**config.mk**
```make
export PLATFORM = sky130hd
export DESIGN_NAME = json_document_end_framer
export DESIGN_NICKNAME = d
export VERILOG_FILES = /design/src/rtl/jdef_pkg.sv /design/src/rtl/jdef_in_reg.sv /design/src/rtl/jdef_scan.sv /design/src/rtl/jdef_out_reg.sv /design/src/rtl/json_document_end_framer.sv
export SDC_FILE = /design/constraint.sdc
export NUM_CORES = 1
export LEC_CHECK = 0
export BUFFER_PORTS_ARGS = -buffer_cell sky130_fd_sc_hd__buf_2
export CAP_MARGIN = 40
export CORE_ASPECT_RATIO = 0.6
export CORE_MARGIN = 4
export CORE_UTILIZATION = 55
export CTS_BUF_LIST = sky130_fd_sc_hd__clkbuf_2 sky130_fd_sc_hd__clkbuf_4 sky130_fd_sc_hd__clkbuf_8
export DETAILED_ROUTE_END_ITERATION = 8
export MAX_ROUTING_LAYER = met4
export PLACE_DENSITY = 0.81
export SYNTH_ARGS = -nofsm -noshare
export SYNTH_HDL_FRONTEND = slang
export SYNTH_SLANG_ARGS = --single-unit
```
**constraint.sdc**
```tcl
create_clock -name clk_i -period 6.35 [get_ports clk_i]
set_input_delay 0.635 -clock clk_i [delete_from_list [all_inputs] [get_ports clk_i]]
set_output_delay 0.635 -clock clk_i [all_outputs]
set_load 0.05 [all_outputs]
```
**src/rtl/jdef_pkg.sv**
```systemverilog
package jdef_pkg;

  localparam int unsigned DEPTH_WIDTH_DEF  = 16;
  localparam int unsigned OFFSET_WIDTH_DEF = 32;
  localparam int unsigned END_OFFSET_WIDTH = 32;

  localparam logic [7:0] CH_LBRACE = 8'h7B;
  localparam logic [7:0] CH_RBRACE = 8'h7D;
  localparam logic [7:0] CH_LBRACK = 8'h5B;
  localparam logic [7:0] CH_RBRACK = 8'h5D;
  localparam logic [7:0] CH_BSLASH = 8'h5C;
  localparam logic [7:0] CH_QUOTE  = 8'h22;

  typedef struct packed {
    logic [END_OFFSET_WIDTH-1:0] end_offset;
    logic                        is_array;
    logic                        depth_overflow;
  } result_t;

endpackage

```
**src/rtl/jdef_in_reg.sv**
```systemverilog
module jdef_in_reg (
  input  logic       clk_i,
  input  logic       rst_ni,
  input  logic       in_valid_i,
  output logic       in_stall_o,
  input  logic [7:0] data_byte_i,
  input  logic       room_i,
  output logic       advance_o,
  output logic [7:0] byte_o
);
  import jdef_pkg::*;

  logic       valid_q, valid_d;
  logic [7:0] byte_q;
  logic       accept;

  assign in_stall_o = valid_q && !room_i;
  assign accept     = in_valid_i && !in_stall_o;
  assign advance_o  = valid_q && room_i;
  assign byte_o     = byte_q;

  always_comb begin
    valid_d = valid_q;
    if (accept) begin
      valid_d = 1'b1;
    end else if (advance_o) begin
      valid_d = 1'b0;
    end
  end

  always_ff @(posedge clk_i or negedge rst_ni) begin
    if (!rst_ni) begin
      valid_q <= 1'b0;
    end else begin
      valid_q <= valid_d;
    end
  end

  always_ff @(posedge clk_i) begin
    if (accept) begin
      byte_q <= data_byte_i;
    end
  end

endmodule

```
**src/rtl/jdef_scan.sv**
```systemverilog
module jdef_scan #(
  parameter int unsigned DEPTH_WIDTH  = jdef_pkg::DEPTH_WIDTH_DEF,
  parameter int unsigned OFFSET_WIDTH = jdef_pkg::OFFSET_WIDTH_DEF
) (
  input  logic              clk_i,
  input  logic              rst_ni,
  input  logic              advance_i,
  input  logic [7:0]        byte_i,
  output logic              res_valid_o,
  output jdef_pkg::result_t res_o
);
  import jdef_pkg::*;

  logic                    searching_q, searching_d;
  logic                    array_kind_q, array_kind_d;
  logic [DEPTH_WIDTH-1:0]  depth_q, depth_d;
  logic                    quoted_q, quoted_d;
  logic                    skip_q, skip_d;
  logic [OFFSET_WIDTH-1:0] offset_q, offset_d;
  logic                    ovf_q, ovf_d;

  logic [7:0]              opener, closer;
  logic [63:0]             offset_ext;

  assign opener     = array_kind_q ? CH_LBRACK : CH_LBRACE;
  assign closer     = array_kind_q ? CH_RBRACK : CH_RBRACE;
  assign offset_ext = 64'(offset_q);

  always_comb begin
    searching_d  = searching_q;
    array_kind_d = array_kind_q;
    depth_d      = depth_q;
    quoted_d     = quoted_q;
    skip_d       = skip_q;
    offset_d     = (offset_q == '1) ? offset_q : offset_q + 1'b1;
    ovf_d        = ovf_q;
    res_valid_o  = 1'b0;

    res_o.end_offset     = (|offset_ext[63:END_OFFSET_WIDTH]) ? '1
                                                              : offset_ext[END_OFFSET_WIDTH-1:0];
    res_o.is_array       = array_kind_q;
    res_o.depth_overflow = ovf_q;

    if (searching_q) begin
      if (byte_i == CH_LBRACE || byte_i == CH_LBRACK) begin
        searching_d  = 1'b0;
        array_kind_d = (byte_i == CH_LBRACK);
        depth_d      = DEPTH_WIDTH'(1);
        quoted_d     = 1'b0;
        skip_d       = 1'b0;
        ovf_d        = 1'b0;
      end
    end else if (skip_q) begin
      skip_d = 1'b0;
    end else if (byte_i == CH_BSLASH) begin
      skip_d = 1'b1;
    end else if (byte_i == CH_QUOTE) begin
      quoted_d = !quoted_q;
    end else if (!quoted_q) begin
      if (byte_i == opener) begin
        if (depth_q == '1) begin
          ovf_d = 1'b1;
        end else begin
          depth_d = depth_q + 1'b1;
        end
      end else if (byte_i == closer) begin
        if (depth_q != '0) begin
          depth_d = depth_q - 1'b1;
        end
        if (depth_q <= DEPTH_WIDTH'(1)) begin
          res_valid_o = 1'b1;
          searching_d = 1'b1;
          quoted_d    = 1'b0;
          skip_d      = 1'b0;
          ovf_d       = 1'b0;
          offset_d    = '0;
        end
      end
    end

    if (!advance_i) begin
      res_valid_o = 1'b0;
    end
  end

  always_ff @(posedge clk_i or negedge rst_ni) begin
    if (!rst_ni) begin
      searching_q  <= 1'b1;
      array_kind_q <= 1'b0;
      depth_q      <= '0;
      quoted_q     <= 1'b0;
      skip_q       <= 1'b0;
      offset_q     <= '0;
      ovf_q        <= 1'b0;
    end else if (advance_i) begin
      searching_q  <= searching_d;
      array_kind_q <= array_kind_d;
      depth_q      <= depth_d;
      quoted_q     <= quoted_d;
      skip_q       <= skip_d;
      offset_q     <= offset_d;
      ovf_q        <= ovf_d;
    end
  end

endmodule

```
**src/rtl/jdef_out_reg.sv**
```systemverilog
module jdef_out_reg (
  input  logic              clk_i,
  input  logic              rst_ni,
  input  logic              advance_i,
  input  logic              res_valid_i,
  input  jdef_pkg::result_t res_i,
  output logic              room_o,
  output logic              out_valid_o,
  input  logic              out_stall_i,
  output jdef_pkg::result_t res_o
);
  import jdef_pkg::*;

  logic    valid_q, valid_d;
  result_t res_q;
  logic    load;

  assign room_o      = !valid_q || !out_stall_i;
  assign load        = advance_i && res_valid_i;
  assign out_valid_o = valid_q;
  assign res_o       = res_q;

  always_comb begin
    valid_d = valid_q;
    if (load) begin
      valid_d = 1'b1;
    end else if (valid_q && !out_stall_i) begin
      valid_d = 1'b0;
    end
  end

  always_ff @(posedge clk_i or negedge rst_ni) begin
    if (!rst_ni) begin
      valid_q <= 1'b0;
    end else begin
      valid_q <= valid_d;
    end
  end

  always_ff @(posedge clk_i) begin
    if (load) begin
      res_q <= res_i;
    end
  end

endmodule

```
**src/rtl/json_document_end_framer.sv**
```systemverilog
// path: an accepted byte goes to the input register, and a result it completes is loaded into the result register
// throughput: one byte per cycle, limited only by the output stall
// the input register holds one byte while the result register is full and stalled
// reset: asynchronous active-low rst_ni empties both registers and restarts the
// search for an opener with the offset at zero
module json_document_end_framer #(
  parameter int unsigned DEPTH_WIDTH  = jdef_pkg::DEPTH_WIDTH_DEF,
  parameter int unsigned OFFSET_WIDTH = jdef_pkg::OFFSET_WIDTH_DEF
) (
  input  logic                                  clk_i,
  input  logic                                  rst_ni,
  input  logic                                  in_valid_i,
  output logic                                  in_stall_o,
  input  logic [7:0]                            data_byte_i,
  output logic                                  out_valid_o,
  input  logic                                  out_stall_i,
  output logic [jdef_pkg::END_OFFSET_WIDTH-1:0] end_offset_o,
  output logic                                  is_array_o,
  output logic                                  depth_overflow_o
);
  import jdef_pkg::*;

  logic       room;
  logic       advance;
  logic [7:0] byte_s1;
  logic       res_valid;
  result_t    res_d;
  result_t    res_q;

  jdef_in_reg u_in_reg (
    .clk_i       (clk_i),
    .rst_ni      (rst_ni),
    .in_valid_i  (in_valid_i),
    .in_stall_o  (in_stall_o),
    .data_byte_i (data_byte_i),
    .room_i      (room),
    .advance_o   (advance),
    .byte_o      (byte_s1)
  );

  jdef_scan #(
    .DEPTH_WIDTH  (DEPTH_WIDTH),
    .OFFSET_WIDTH (OFFSET_WIDTH)
  ) u_scan (
    .clk_i       (clk_i),
    .rst_ni      (rst_ni),
    .advance_i   (advance),
    .byte_i      (byte_s1),
    .res_valid_o (res_valid),
    .res_o       (res_d)
  );

  jdef_out_reg u_out_reg (
    .clk_i       (clk_i),
    .rst_ni      (rst_ni),
    .advance_i   (advance),
    .res_valid_i (res_valid),
    .res_i       (res_d),
    .room_o      (room),
    .out_valid_o (out_valid_o),
    .out_stall_i (out_stall_i),
    .res_o       (res_q)
  );

  assign end_offset_o     = res_q.end_offset;
  assign is_array_o       = res_q.is_array;
  assign depth_overflow_o = res_q.depth_overflow;

endmodule

```
==> results.py <==
metrics = {
    "outcome": {
        "status": "completed",
    },
    "global_route": {
        "grt_pass1_wl_um": 17190,
        "grtUsageTotal_pct": 22.17,
        "first_global_vias": 3358,
        "globalRouteOverflowTotal": 0,
        "antenna_found_initial": 0,
        "grt_max_degree": 56,
    },
    "power_and_ir_drop": {
        "power_frac_comb_pct": 8.2,
        "p_per_area_nw_per_um2": 234.4,
        "power_switching_mw": 0.3113,
        "peakVddDrop_mv": 0.1642,
        "power_frac_seq_pct": 59.2,
        "power_mw": 1.228,
        "p_leak_nw": 2.274,
        "p_int_mw": 0.9163,
        "switching_share_pct": 25.36,
        "clockPowerShare_pct": 32.6,
    },
    "worst_setup_path": {
        "cp.arrival_ns": 4.01,
        "reg2reg_slack_ns": 2.35,
        "startpoint_type": "register",
        "reg2reg_from": "u_scan.depth_q[2]",
        "required_ns": 6.36,
        "reg2reg_to": "u_out_reg.res_o[26]",
        "rr_worst_depth": 6,
        "end_kind": "register",
        "crit_path_max_fanout": 43,
        "path_class": "register to register",
    },
    "placed_design": {
        "io_buffers": 47,
        "dpl_worst_slack_ns": 2.374,
        "post-dp-hpwl_um": 7363,
        "gp_congestion": 0.8915,
    },
    "die": {
        "floorplan.initialDensity_pct": 58.33,
        "die_h_um": 79.80,
        "ios": 48,
        "design.core.area_um2": 8102,
        "fp.dieArea_um2": 10190,
        "die_x_um": 127.7,
        "rows": 25,
    },
    "synth": {
        "yosysSeqAreaShare_pct": 55.84,
        "ys_ff_latch": 97,
        "synth_ff_type": "dfrtp_1",
        "yosysWarningCount": 0,
        "synthCells": 436,
        "synth_cell_types": 56,
        "synthesis.nets": 453,
        "synth_edf_count": 42,
        "synth-async-reset-ratio_pct": 56.70,
        "syn_area_per_cell_um2": 10.84,
        "synthesis.area_um2": 4726,
    },
    "finish": {
        "layout-area-overhead-vs-synth_pct": 10.80,
        "n_antenna_cell": 0,
        "drive_gt1_share_pct": 16.12,
        "fin_nets": 496,
        "final_util_pct": 64.63,
    },
    "detailed_routing": {
        "routed_wl_um": 10510,
        "vias": 3678,
        "dr.pass1.iters": 5,
        "viasPerCell": 6.213,
        "drc": 0,
        "first_iter_violations": 464,
        "ant_nets": 0,
        "drt-wirelength-per-cell_um": 17.76,
    },
    "sta": {
        "min_period_ns": 3.997,
        "holdWs_ns": 0.3791,
        "worst_pin_slew_ns": 0.8045,
        "rsz0062_at_grt": "false",
        "fin_crit_sh_pct": 62.94,
        "fmax_mhz": 250.2,
        "final-max-slew-violation-count": 0,
        "finClkSkew_ns": 0.007217,
        "hold_viol_final": 0,
        "slew_headroom_pct": 45.87,
        "finalSetupViolations": 0,
        "tns_ns": 0,
        "timing.final.ws_setup_ns": 2.353,
    },
    "cts": {
        "root_buffer": "clkbuf_8",
        "cts_hold_buf": 0,
        "cts.sinks": 97,
        "postCtsResizedCells": 0,
        "clock_path_buffers": 2,
        "clkTransAtPathRegs_ns": 0.09,
        "numCtsBuffers": 9,
        "clk_latency_ns": 0.36,
        "cts_tree": "yes",
        "cts_setup_buffers": 0,
        "htreeDepth": 3,
    },
    "worst_hold_path": {
        "hp-class": "primary input to asynchronous set/reset pin",
    },
    "run": {
        "drv_cap": 0,
    },
}
==> worst max-delay path: stages, from the launching register on <==
cell and delay, ns:
dfrtp_1 0.48, or4_4 0.62, or4b_1 0.57, or4_1 0.56, or3_4 0.39, nor2_4 0.47
buf_4 0.53
==> cell families after synthesis <==
logic type | after synthesis | synth area share (%)
fa+ha+maj | 5 | 1.324
flops | 97 | 55.84
xor+xnor | 44 | 8.155
compound gates | 34 | 4.977
buf+inv | 25 | 2.568
simple gates | 222 | 25.21
mux | 9 | 1.933
==> power groups by stage <==
stage               clock (mW)  combinational [mW]  sequential [mW]
floorplan                    0              0.0737            0.723
global placement             0              0.0951            0.735
detailed placement           0              0.0981            0.739
CTS                      0.409              0.0995            0.726
global route             0.441               0.112            0.732
finish                   0.400               0.100            0.727
==> metal layers <==
layer / GRT usage (%) / up-vias / wire [µm] / share of wire, %
met5: - / - / 0 / 0
met4: 5.614 / 0 / 82 / 0.78
met3: 4.947 / 13 / 958 / 9.1
met2: 30.12 / 203 / 4468 / 42
met1: 33.64 / 1766 / 5005 / 48
li1: - / 1696 / - / -
==> worst max path at each step <==
stage | start | endpoint | slack [ns] | cells past startpoint
2_1_floorplan | u_scan.depth_q[2] | u_out_reg.res_o[0] | 2.97 | 8
3_3_place_gp | u_scan.depth_q[2] | u_out_reg.res_o[26] | 2.49 | 6
3_5_place_dp | u_scan.depth_q[2] | u_out_reg.res_o[33] | 2.37 | 6
4_1_cts | u_scan.depth_q[2] | u_out_reg.res_o[33] | 2.35 | 6
5_1_grt | u_scan.depth_q[2] | u_out_reg.res_o[1] | 2.21 | 6
6_report | u_scan.depth_q[2] | u_out_reg.res_o[26] | 2.35 | 6
==> state kept, by name, indices dropped and copies added, names as in the netlist <==
signal	count
u_in_reg.valid_q	1
u_scan.skip_q	1
u_scan.searching_q	1
u_scan.ovf_q	1
u_out_reg.out_valid_o	1
u_scan.offset_q	32
u_in_reg.byte_o	8
u_scan.array_kind_q	1
u_scan.quoted_q	1
u_out_reg.res_o	34
u_scan.depth_q	16
==> cell type report <==
cell class	instances	area, µm²
sequential	97	2639
timing repair buffer	52	272.8
tap	108	135.1
clock buffer	10	131.4
fill	625	2865
inverter	5	18.77
clock inverter	6	67.56
multi-input combinational	314	1972
==> cell usage in the layout, fill, tap and decap left out, types with 3 or more instances in the layout <==
cell,count
buf_2,47
nand3_1,24
buf_4,5
a31oi_1,3
nand4_1,19
o21ai_0,7
dfrtp_1,54
a21oi_1,7
nand2b_1,3
nor3_1,19
ha_1,5
xnor2_1,29
mux2i_1,8
and4_1,10
xor2_1,15
or4_1,6
nor4_1,22
and3_1,7
or3_1,9
and2_1,4
nand2_1,21
clkbuf_8,9
edfxtp_1,42
nor2_1,63
inv_1,5
==> metrics by stage <==
| step | instance area (µm²) | cells |
|---|---|---|
| CTS | 5236 | 592 |
| detailed placement | 5037 | 576 |
| finish | 5236 | 592 |
| global placement | 5037 | 576 |
| floorplan | 4726 | 436 |
| global route | 5236 | 592 |
==> Yosys cell counts, drive strengths merged, types with 7 or more instances <==
cell type / number / share of area, %
o21ai: 8 / 0.85
buf: 8 / 1.2
xnor2: 29 / 5.4
nor3: 19 / 2.0
clkbuf: 12 / 0.95
or3: 10 / 1.4
nand2: 21 / 1.7
xor2: 15 / 2.8
edfxtp: 42 / 27
nand3: 24 / 2.5
and4: 10 / 1.9
nor2: 64 / 5.2
nor4: 23 / 3.0
dfrtp: 54 / 29
a21oi: 7 / 0.74
nand4: 19 / 2.5
and3: 7 / 0.93
or4: 7 / 1.2
mux2i: 8 / 1.7
Note: power is estimated with default switching activity, not from simulation.
